$ cat src/rtl/core/iods_pkg.sv
package iods_pkg;

    // Field and register widths.
    localparam int DELAY_W    = 16;
    localparam int DEBOUNCE_W = 4;
    localparam int INTERVAL_W = 8;
    localparam int REPEATS_W  = 4;
    localparam int EVENT_W    = 3;
    localparam int CFG_IDX_W  = 2;
    localparam int CFG_DATA_W = 16;

    // Default width of the elapsed seconds counter.
    localparam int DELAY_BITS_DEF = 16;

    // Register reset values.
    localparam logic [DELAY_W-1:0]    DELAY_RST    = 16'd30;
    localparam logic [DEBOUNCE_W-1:0] DEBOUNCE_RST = 4'd3;
    localparam logic [INTERVAL_W-1:0] INTERVAL_RST = 8'd10;
    localparam logic [REPEATS_W-1:0]  REPEATS_RST  = 4'd6;

    // Configuration register indexes.
    typedef enum logic [CFG_IDX_W-1:0] {
        REG_SHUTDOWN_DELAY   = 2'd0,
        REG_DEBOUNCE_SAMPLES = 2'd1,
        REG_WARN_INTERVAL    = 2'd2,
        REG_WARN_REPEATS     = 2'd3
    } reg_idx_t;

    typedef enum logic [1:0] {
        MODE_MON  = 2'd0,
        MODE_CNT  = 2'd1,
        MODE_WARN = 2'd2,
        MODE_END  = 2'd3
    } mode_t;

    typedef enum logic [EVENT_W-1:0] {
        EV_NONE    = 3'd0,
        EV_OFF     = 3'd1,
        EV_ON      = 3'd2,
        EV_WARN    = 3'd3,
        EV_RESTART = 3'd4
    } event_t;

    // One configuration write.
    typedef struct packed {
        logic                  en;
        reg_idx_t              idx;
        logic [CFG_DATA_W-1:0] data;
    } cfg_wr_t;

    // One result item.
    typedef struct packed {
        logic   led;
        event_t ev;
    } result_t;

endpackage

$ cat src/rtl/core/iods_fsm.sv
module iods_fsm #(
    parameter int DELAY_BITS = iods_pkg::DELAY_BITS_DEF
) (
    input  logic              aclk,
    input  logic              aresetn,
    input  logic              step_en,
    input  logic              acc_sense,
    input  iods_pkg::cfg_wr_t cfg,
    output iods_pkg::result_t res
);

    localparam int CMP_W = (DELAY_BITS > iods_pkg::DELAY_W) ? DELAY_BITS : iods_pkg::DELAY_W;
    localparam logic [iods_pkg::INTERVAL_W-1:0] INTERVAL_W_ONE =
        {{(iods_pkg::INTERVAL_W-1){1'b0}}, 1'b1};

    logic [iods_pkg::DELAY_W-1:0]    delay_reg;
    logic [iods_pkg::DEBOUNCE_W-1:0] debounce_reg;
    logic [iods_pkg::INTERVAL_W-1:0] interval_reg;
    logic [iods_pkg::REPEATS_W-1:0]  repeats_reg;

    iods_pkg::mode_t                 mode_reg, mode_next;
    logic [iods_pkg::DEBOUNCE_W-1:0] high_run_reg, high_run_next;
    logic [DELAY_BITS-1:0]           elapsed_reg, elapsed_next;
    logic [iods_pkg::INTERVAL_W-1:0] warn_ticks_reg, warn_ticks_next;
    logic [iods_pkg::REPEATS_W-1:0]  sent_reg, sent_next;
    logic                            led_reg, led_next;

    logic [iods_pkg::DEBOUNCE_W-1:0] high_run_inc;
    logic [iods_pkg::INTERVAL_W-1:0] warn_ticks_inc;
    logic [iods_pkg::REPEATS_W-1:0]  sent_inc;
    logic [CMP_W-1:0]                elapsed_ext;
    logic [CMP_W-1:0]                delay_ext;
    iods_pkg::event_t                ev;

    assign high_run_inc   = high_run_reg + 1'b1;
    assign warn_ticks_inc = warn_ticks_reg + 1'b1;
    assign sent_inc       = sent_reg + 1'b1;
    assign elapsed_ext    = CMP_W'(elapsed_reg);
    assign delay_ext      = CMP_W'(delay_reg);

    always_comb begin
        mode_next       = mode_reg;
        high_run_next   = high_run_reg;
        elapsed_next    = elapsed_reg;
        warn_ticks_next = warn_ticks_reg;
        sent_next       = sent_reg;
        led_next        = led_reg;
        ev              = iods_pkg::EV_NONE;
        case (mode_reg)
            iods_pkg::MODE_MON: begin
                if (acc_sense) begin
                    if (high_run_inc >= debounce_reg) begin
                        high_run_next = '0;
                        elapsed_next  = DELAY_BITS'(1);
                        led_next      = 1'b0;
                        mode_next     = iods_pkg::MODE_CNT;
                        ev            = iods_pkg::EV_OFF;
                    end else begin
                        high_run_next = high_run_inc;
                    end
                end else begin
                    high_run_next = '0;
                end
            end
            iods_pkg::MODE_CNT: begin
                if (!acc_sense) begin
                    led_next      = 1'b1;
                    high_run_next = '0;
                    mode_next     = iods_pkg::MODE_MON;
                    ev            = iods_pkg::EV_ON;
                end else if (elapsed_ext >= delay_ext) begin
                    warn_ticks_next = '0;
                    sent_next       = '0;
                    mode_next       = iods_pkg::MODE_WARN;
                    ev              = iods_pkg::EV_WARN;
                end else if (elapsed_reg != '1) begin
                    // The counter saturates, so a delay beyond its range never fires.
                    elapsed_next = elapsed_reg + 1'b1;
                end
            end
            iods_pkg::MODE_WARN: begin
                if (warn_ticks_inc >= interval_reg) begin
                    warn_ticks_next = '0;
                    sent_next       = sent_inc;
                    ev              = iods_pkg::EV_WARN;
                    if (sent_inc >= repeats_reg) begin
                        mode_next = iods_pkg::MODE_END;
                    end
                end else begin
                    warn_ticks_next = warn_ticks_inc;
                end
            end
            iods_pkg::MODE_END: begin
                // The tick counter doubles as the flag that the restart went out.
                if (warn_ticks_reg == '0) begin
                    warn_ticks_next = INTERVAL_W_ONE;
                    ev              = iods_pkg::EV_RESTART;
                end
            end
            default: begin
                mode_next = mode_reg;
            end
        endcase
    end

    assign res.ev  = ev;
    assign res.led = led_next;

    always_ff @(posedge aclk) begin
        if (!aresetn) begin
            mode_reg       <= iods_pkg::MODE_MON;
            high_run_reg   <= '0;
            elapsed_reg    <= '0;
            warn_ticks_reg <= '0;
            sent_reg       <= '0;
            led_reg        <= 1'b1;
        end else if (step_en) begin
            mode_reg       <= mode_next;
            high_run_reg   <= high_run_next;
            elapsed_reg    <= elapsed_next;
            warn_ticks_reg <= warn_ticks_next;
            sent_reg       <= sent_next;
            led_reg        <= led_next;
        end
    end

    always_ff @(posedge aclk) begin
        if (!aresetn) begin
            delay_reg    <= iods_pkg::DELAY_RST;
            debounce_reg <= iods_pkg::DEBOUNCE_RST;
            interval_reg <= iods_pkg::INTERVAL_RST;
            repeats_reg  <= iods_pkg::REPEATS_RST;
        end else if (cfg.en) begin
            case (cfg.idx)
                iods_pkg::REG_SHUTDOWN_DELAY: begin
                    // The delay is frozen while a countdown runs.
                    if (mode_reg != iods_pkg::MODE_CNT) begin
                        delay_reg <= cfg.data[iods_pkg::DELAY_W-1:0];
                    end
                end
                iods_pkg::REG_DEBOUNCE_SAMPLES: begin
                    debounce_reg <= cfg.data[iods_pkg::DEBOUNCE_W-1:0];
                end
                iods_pkg::REG_WARN_INTERVAL: begin
                    interval_reg <= cfg.data[iods_pkg::INTERVAL_W-1:0];
                end
                iods_pkg::REG_WARN_REPEATS: begin
                    repeats_reg <= cfg.data[iods_pkg::REPEATS_W-1:0];
                end
                default: begin
                    delay_reg <= delay_reg;
                end
            endcase
        end
    end

endmodule

$ cat src/rtl/core/iods_outq.sv
module iods_outq (
    input  logic              aclk,
    input  logic              aresetn,
    input  logic              push,
    input  iods_pkg::result_t push_data,
    input  logic              pop,
    output logic              not_full,
    output logic              not_empty,
    output iods_pkg::result_t head
);

    iods_pkg::result_t q_reg [2];
    logic [1:0]        count_reg, count_next;

    assign not_full  = (count_reg != 2'd2);
    assign not_empty = (count_reg != 2'd0);
    assign head      = q_reg[0];

    always_comb begin
        count_next = count_reg;
        if (push && !pop) begin
            count_next = count_reg + 2'd1;
        end else if (pop && !push) begin
            count_next = count_reg - 2'd1;
        end
    end

    always_ff @(posedge aclk) begin
        if (!aresetn) begin
            count_reg <= 2'd0;
        end else begin
            count_reg <= count_next;
        end
    end

    // Payload entries carry no reset.
    always_ff @(posedge aclk) begin
        if (pop && push) begin
            // Push happens only with one entry held, so the new item becomes the head.
            q_reg[0] <= push_data;
        end else if (pop) begin
            q_reg[0] <= q_reg[1];
        end else if (push) begin
            q_reg[count_reg[0]] <= push_data;
        end
    end

endmodule

$ cat src/rtl/core/ignition_off_delayed_shutdown.sv
// Ignition-off delayed shutdown monitor.
//
// Each item on the s_ channel is one check tick, normally one second, and
// carries the sampled ignition pin in s_tdata bit 0 (1 means ignition off).
// Every accepted item produces exactly one result item on the m_ channel: an
// event code and the power LED state after that tick.
// The four configuration registers are written through cfg_wr_en, cfg_addr and
// cfg_wdata, one write per cycle with no wait; writes are meant for idle time.
// The state machine updates its counters as an item is accepted, and the
// result, registered in the queue, appears on m_tvalid in the next cycle.
// Throughput is one item per cycle while the result queue has room.
// A two-entry result queue sits between the state machine and the m_ side, so
// an item is still accepted while one result waits; s_tready drops only when
// two results are waiting on a stalled receiver, and rises as soon as one is
// taken. Nothing is lost or repeated under any stall pattern.
// A synchronous active-low reset on aresetn empties the queue, restores the
// register defaults and returns the block to monitoring with the LED lit.
// After the restart event the block stays halted until the next reset.
module ignition_off_delayed_shutdown #(
    parameter int DELAY_BITS = iods_pkg::DELAY_BITS_DEF
) (
    input  logic                            aclk,
    input  logic                            aresetn,
    // Input items. s_tdata fields from bit 0: acc_sense[0], zero padding [7:1].
    input  logic                            s_tvalid,
    output logic                            s_tready,
    input  logic [7:0]                      s_tdata,
    // Result items. m_tdata fields from bit 0: event_res[2:0], power_led_on[3],
    // zero padding [7:4].
    output logic                            m_tvalid,
    input  logic                            m_tready,
    output logic [7:0]                      m_tdata,
    // Configuration write port.
    input  logic                            cfg_wr_en,
    input  logic [iods_pkg::CFG_IDX_W-1:0]  cfg_addr,
    input  logic [iods_pkg::CFG_DATA_W-1:0] cfg_wdata
);

    logic              accept;
    logic              deliver;
    iods_pkg::cfg_wr_t cfg;
    iods_pkg::result_t step_res;
    iods_pkg::result_t head;

    assign accept   = s_tvalid && s_tready;
    assign deliver  = m_tvalid && m_tready;

    assign cfg.en   = cfg_wr_en;
    assign cfg.idx  = iods_pkg::reg_idx_t'(cfg_addr);
    assign cfg.data = cfg_wdata;

    iods_fsm #(
        .DELAY_BITS(DELAY_BITS)
    ) u_fsm (
        .aclk      (aclk),
        .aresetn   (aresetn),
        .step_en   (accept),
        .acc_sense (s_tdata[0]),
        .cfg       (cfg),
        .res       (step_res)
    );

    iods_outq u_outq (
        .aclk      (aclk),
        .aresetn   (aresetn),
        .push      (accept),
        .push_data (step_res),
        .pop       (deliver),
        .not_full  (s_tready),
        .not_empty (m_tvalid),
        .head      (head)
    );

    assign m_tdata = {4'b0000, head.led, head.ev};

endmodule

$ cat config.mk
export PLATFORM = sky130hd
export DESIGN_NAME = ignition_off_delayed_shutdown
export DESIGN_NICKNAME = d
export VERILOG_FILES = /design/src/rtl/core/iods_pkg.sv /design/src/rtl/core/iods_fsm.sv /design/src/rtl/core/iods_outq.sv /design/src/rtl/core/ignition_off_delayed_shutdown.sv
export SDC_FILE = /design/constraint.sdc
export NUM_CORES = 1
export LEC_CHECK = 0
export BUFFER_PORTS_ARGS = -buffer_cell sky130_fd_sc_hd__buf_2
export CORE_ASPECT_RATIO = 1.4
export CORE_MARGIN = 2
export CORE_UTILIZATION = 60
export DETAILED_ROUTE_END_ITERATION = 8
export PLACE_DENSITY = 0.8
export SETUP_SLACK_MARGIN = 0.1
export SKIP_CTS_REPAIR_TIMING = 1
export SLEW_MARGIN = 0
export SYNTH_ARGS = -nofsm -noshare
export SYNTH_HDL_FRONTEND = slang
export SYNTH_SLANG_ARGS = --single-unit
$ cat constraint.sdc
create_clock -name aclk -period 3.11 [get_ports aclk]
set_clock_uncertainty 0.1 [all_clocks]
set_input_delay 0.1555 -clock aclk [delete_from_list [all_inputs] [get_ports aclk]]
set_output_delay 0.1555 -clock aclk [all_outputs]
set_load 0.01 [all_outputs]
== After elaboration in Yosys (flattened, before gate mapping) ==
Memory sizes are Yosys's and may differ from the RTL's.
Cells that the tools add are included.
Storage, ports and cells
  memory bits (writable): 8
  logic and storage cells: 121
  output and inout bits: 10
  register bits: 69
  memories: 1
  bits of input ports: 31
Memory list
  u_outq.q_reg: words 2, width 4, read ports 2, clocked after Yosys merged registers in 0, write ports 1, line iods_outq.sv:12  | iods_pkg::result_t q_reg [2];
Cells by class
  bitwise operators: 1
  order comparisons: 4
  equality and inequality tests: 20
  add/subtract/negate cells: 6
  muxes and demuxes: 52
  reduce and logical (&&, ||, !) cells: 26
Operators with widths (count)
  $mux W16: 5
  $mux W4: 8
  $mux W8: 4
  $pmux W16 S2: 1
  $pmux W8 S3: 1
  $mux W2: 10
  $add A16 B1 Y16 const B: 1
  $ge A16 B16 Y1: 1
  $ne A16 B16 Y1 const B: 1
  $pmux W4 S2: 2
  $mux W1: 15
  $ne A2 B1 Y1 const B: 7
  $reduce_and A7 Y1: 2
  $pmux W3 S4: 1
  $ne A2 B2 Y1 const B: 5
  $reduce_and A5 Y1: 2
  $mux W3: 3
  $add A4 B1 Y4 const B: 2
  $add A8 B1 Y8 const B: 1
  $eq A2 B2 Y1 const B: 4
  $ge A4 B4 Y1: 2
  $ge A8 B8 Y1: 1
  $logic_not A8 Y1: 1
  $reduce_bool A2 Y1: 4
  14 further kinds: 25

== Longest topological paths before layout ==
  word-level depth: 8
  gate-level depth with buffers: 11
  mapped depth without buffers: 11

== Modules after synthesis ==
From an unflattened synthesis, not the netlist that was laid out.
Unflattened totals
  cells, all modules: 555
  area, all modules: 4618.2 um^2
Modules (own cells, without submodules)
  iods_fsm: area each 4100.2 um^2, seq. area each 1341.3 um^2, cells an instance 516, instances 1
  iods_outq: area each 471.7 um^2, seq. area each 280.3 um^2, cells an instance 32, instances 1
  ignition_off_delayed_shutdown: area each 46.3 um^2, seq. area each 0.0 um^2, cells an instance 7, instances 1

== Least setup slack after synthesis ==
Ideal clock, no wire load.
  kind: register to register
  from: register u_fsm.warn_ticks_reg[0] (netlist bit)
  to: memory u_outq.q_reg[0][0] (netlist bit), data pin
  data required time: 2.745 ns
  setup slack: 0.350 ns
  arrival: 2.395 ns
  path buffers: 0
  cell stages (with the launch flop): 12
  period minus slack after synthesis: 2.760 ns
  library setup time: 0.265 ns
  cells stage by stage: dfxtp_1 > ha_1 > nand3_1 > nor2_1 > xor2_1 > ha_1 > a211oi_1 > nand2_1 > a21oi_1 > nor3_1 > o21bai_1 > a221o_1
On the way
  word-level cells in the longest chain between the ends: 6
Ends and longest elaborated chain
  start: declaration: line iods_fsm.sv:24  | logic [iods_pkg::INTERVAL_W-1:0] warn_ticks_reg, warn_ticks_next;
  start signal: assignment: line iods_fsm.sv:121  | warn_ticks_reg <= warn_ticks_next;
  $add A8 B1 Y8 *: line iods_fsm.sv:36  | assign warn_ticks_inc = warn_ticks_reg + 1'b1;
  $ge A8 B8 Y1 *: line iods_fsm.sv:82  | if (warn_ticks_inc >= interval_reg) begin
  $mux W2 *: line iods_fsm.sv:82
  $pmux W3 S4 *: line iods_fsm.sv:49  | case (mode_reg)
  $mux W4 (no line)
  $mux W4 (no line) *
  end: declaration: line iods_outq.sv:12
Every way passes the cells marked *; elsewhere a longest branch is shown, timed or not.

== Final worst setup path ==
  from: register u_fsm.warn_ticks_reg[1] (netlist bit)
  to: memory u_outq.q_reg[0][0] (netlist bit), data pin
The elaborated chain is that of the path after synthesis.

==> results.yml <==
status:
  status: "complete, but fails checks"
  violations: "hold timing"
global_route:
  antenna_found_initial: 0
  grt_overflow: 0
  grt_max_degree: 41
  track_usage_pct: 26.8
  grt_pass1_wl_mm: 17.8
  grt_pass1_vias: 3945
timing:
  holdWs_ns: -0.000640
  period_minus_slack_ns: 2.85
  setup_tns_ns: 0
  setup_ws_ns: 0.263
  setup_viol: 0
  slew_viol_final: 0
  max_freq_ghz: 0.351
  finalHoldViolations: 1
  max_slew_margin_pct: 45.4
  rsz0062_at_grt: "no"
  fin_crit_sh_pct: 91.5
  tightest_slew_ns: 0.814
final_layout:
  drive_gt1_share_pct: 14.1
  antenna_cells: 0
  fin_nets: 665
  layoutNonFillerInstCount: 691
  fillCellCount: 572
  synthToLayoutAreaGrowth_pct: 14.1
cts:
  clock_path_buffers: 2
  cts.sinks: 77
  cts_buffers: 9
  cts_max_level: 3
  cts_tree: "done"
  clk_latency_ns: 0.36
  path_clk_slew_ns: 0.09
  root_buffer: "clkbuf_8"
yosys:
  synth_top_cell_area_share_pct: 30.1
  synthXorXnorAreaFrac_pct: 2.48
  synth_largest_area_cell: "dfxtp_1"
  synth_seq_area_share_pct: 35.3
  synth_seq_cells: 77
  synth-edff-count: 8
  netlist_instances: 540
  synth_area_leaders: "dfxtp_1 (30%), ha_1 (12%), nand2_1 (6.5%)"
  synth_fa_ha_area_share_pct: 12.3
  yosys_warnings: 0
  synth_top_family_by_area: "simple AND/OR/NAND/NOR gates"
  postSynth.asyncResetShare_pct: 0
  syn_area_sq_um: 4590
  synth_compound_area_share_pct: 20.1
  syn_area_per_cell_sq_um: 8.50
  yosysUniqueCellTypes: 64
  synthSimpleGateAreaFrac_pct: 21.0
  yosys_most_used_dff: "dfxtp_1"
  synthMuxAreaShare_pct: 2.18
placed_design:
  gp_congestion: 0.860
  port_buffers: 29
  hpwl_mm: 7.94
  dp_cells: 658
  dp_slack_ns: 0.193
worst_setup_path:
  required_ns: 3.12
  reg2reg_setup_slack_ns: 0.26
  crit_path_start_kind: "register"
  endpoint_kind: "register"
  crit_fanout: 4
  worstSetupPathType: "reg2reg"
  critPathArrivalTime_ns: 2.85
floorplan:
  io_pins: 41
  die_x_um: 77.9
  die_y_um: 108
  row_count: 37
  initial_core_util_pct: 62.0
  die-area_sq_um: 8380
  core-area_sq_um: 7410
routing:
  antenna_left: 0
  drt_wl_total_mm: 11.3
  wl_per_cell_um: 16.3
  drt_iter0_markers: 186
  drc: 0
  vias: 4150
  vias_per_cell: 6.01
  drt_pass1_iterations: 5
power_and_ir_drop:
  max-vdd-ir-drop_mv: 0.311
  p_leak_nw: 2.24
  power.total_mw: 2.31
  power_density_nw_per_um2: 441
hold_path:
  min_path_type: "in2reg"
run:
  drv_cap: 0
==> path summary, 6_finish.rpt <==
check,start,end,cells after the start
max reg2reg,u_fsm.warn_ticks_reg[1],u_outq.q_reg[0][0],11
min,cfg_wdata[1],u_fsm.repeats_reg[1],3
max,u_fsm.warn_ticks_reg[1],u_outq.q_reg[0][0],11
min reg2reg,u_fsm.delay_ext[12],u_fsm.delay_ext[12],2
==> layout make-up <==
class,count,area [sq um],area share (%)
Tap cell,97,121,2.32
Clock inverter,5,36.3,0.693
Clock buffer,11,141,2.70
Timing Repair Buffer,59,418,7.98
Multi-Input combinational cell,395,2720,52.0
Sequential cell,77,1620,31.0
Inverter,47,176,3.37
==> cell usage after synthesis (4+ instances only) <==
master,count
o31a_1,9
nor2_1,24
and3_1,8
clkbuf_1,14
inv_1,47
nand3_1,21
o21a_1,8
buf_4,5
xor2_1,6
nand2_1,79
dfxtp_1,69
nand2b_1,8
o211ai_1,12
o31ai_1,8
mux2i_1,10
o21ai_0,10
a32o_1,4
nor3_1,13
or4_1,8
nand4_1,10
a21oi_1,43
nor4_1,8
edfxtp_1,8
xnor2_1,7
o22ai_1,5
ha_1,45
==> per-layer routing <==
metal / track usage, % / wire length [um]
met5: 0 / 0
met4: 11.3 / 361
met3: 5.29 / 465
met2: 51.4 / 6170
met1: 28.1 / 4260
==> cells by family after synthesis <==
group | count (synthesis)
AND/OR/NAND/NOR | 196
AO/OA/AOI/OAI | 126
flip-flops | 77
buffers and inverters | 72
adder cells (fa/ha/maj) | 45
XOR/XNOR | 13
multiplexers | 10
other | 1
==> placed cells by master (no fill, tap or decap), drive strengths merged, types with 2 or more instances in the layout <==
master | Yosys | layout
nand2 | 80 | 81
dfxtp | 69 | 69
inv | 47 | 47
ha | 45 | 45
buf | 11 | 45
a21oi | 43 | 43
nor2 | 24 | 24
nand3 | 21 | 21
dlygate4sd3 | 0 | 14
nor3 | 14 | 14
o211ai | 12 | 12
o21ai | 12 | 12
clkbuf | 14 | 11
nand4 | 10 | 10
mux2i | 10 | 10
o31a | 10 | 10
nand2b | 9 | 9
nor4 | 9 | 9
o31ai | 9 | 9
o21a | 8 | 8
and3 | 8 | 8
or4 | 8 | 8
edfxtp | 8 | 8
xnor2 | 7 | 7
xor2 | 6 | 6
o22ai | 5 | 5
a32o | 4 | 4
conb | 1 | 4
or2 | 3 | 3
and2 | 3 | 3
a21o | 3 | 3
a211o | 3 | 3
clkinvlp | 0 | 3
a2111oi | 3 | 3
a22oi | 2 | 2
o41ai | 2 | 2
or3 | 2 | 2
a311oi | 2 | 2
clkinv | 0 | 2
==> metrics by stage <==
step / util, % / area [sq um]
2_1_floorplan: - / 4600
3_3_place_gp: 65.7 / 4870
3_5_place_dp: 65.7 / 4870
4_1_cts: 68.1 / 5050
5_1_grt: 70.7 / 5240
6_report: 70.7 / 5240
==> power breakdown <==
group          total [mW]  switching, mW  internal (mW)
Clock               0.703          0.392          0.312
Sequential           1.11         0.0342           1.07
Combinational       0.497          0.304          0.193
==> critical path, stage by stage, from the launching register on <==
cell and delay (ns):
dfxtp_1 0.38, ha_2 0.23, nand3_1 0.10, nor2_1 0.14
xor2_1 0.22, ha_1 0.31, a211oi_2 0.26, nand2_1 0.09
a21oi_2 0.14, nor3_1 0.09, o21bai_1 0.18, a221o_1 0.34
Power figures use the tool's default switching activity.
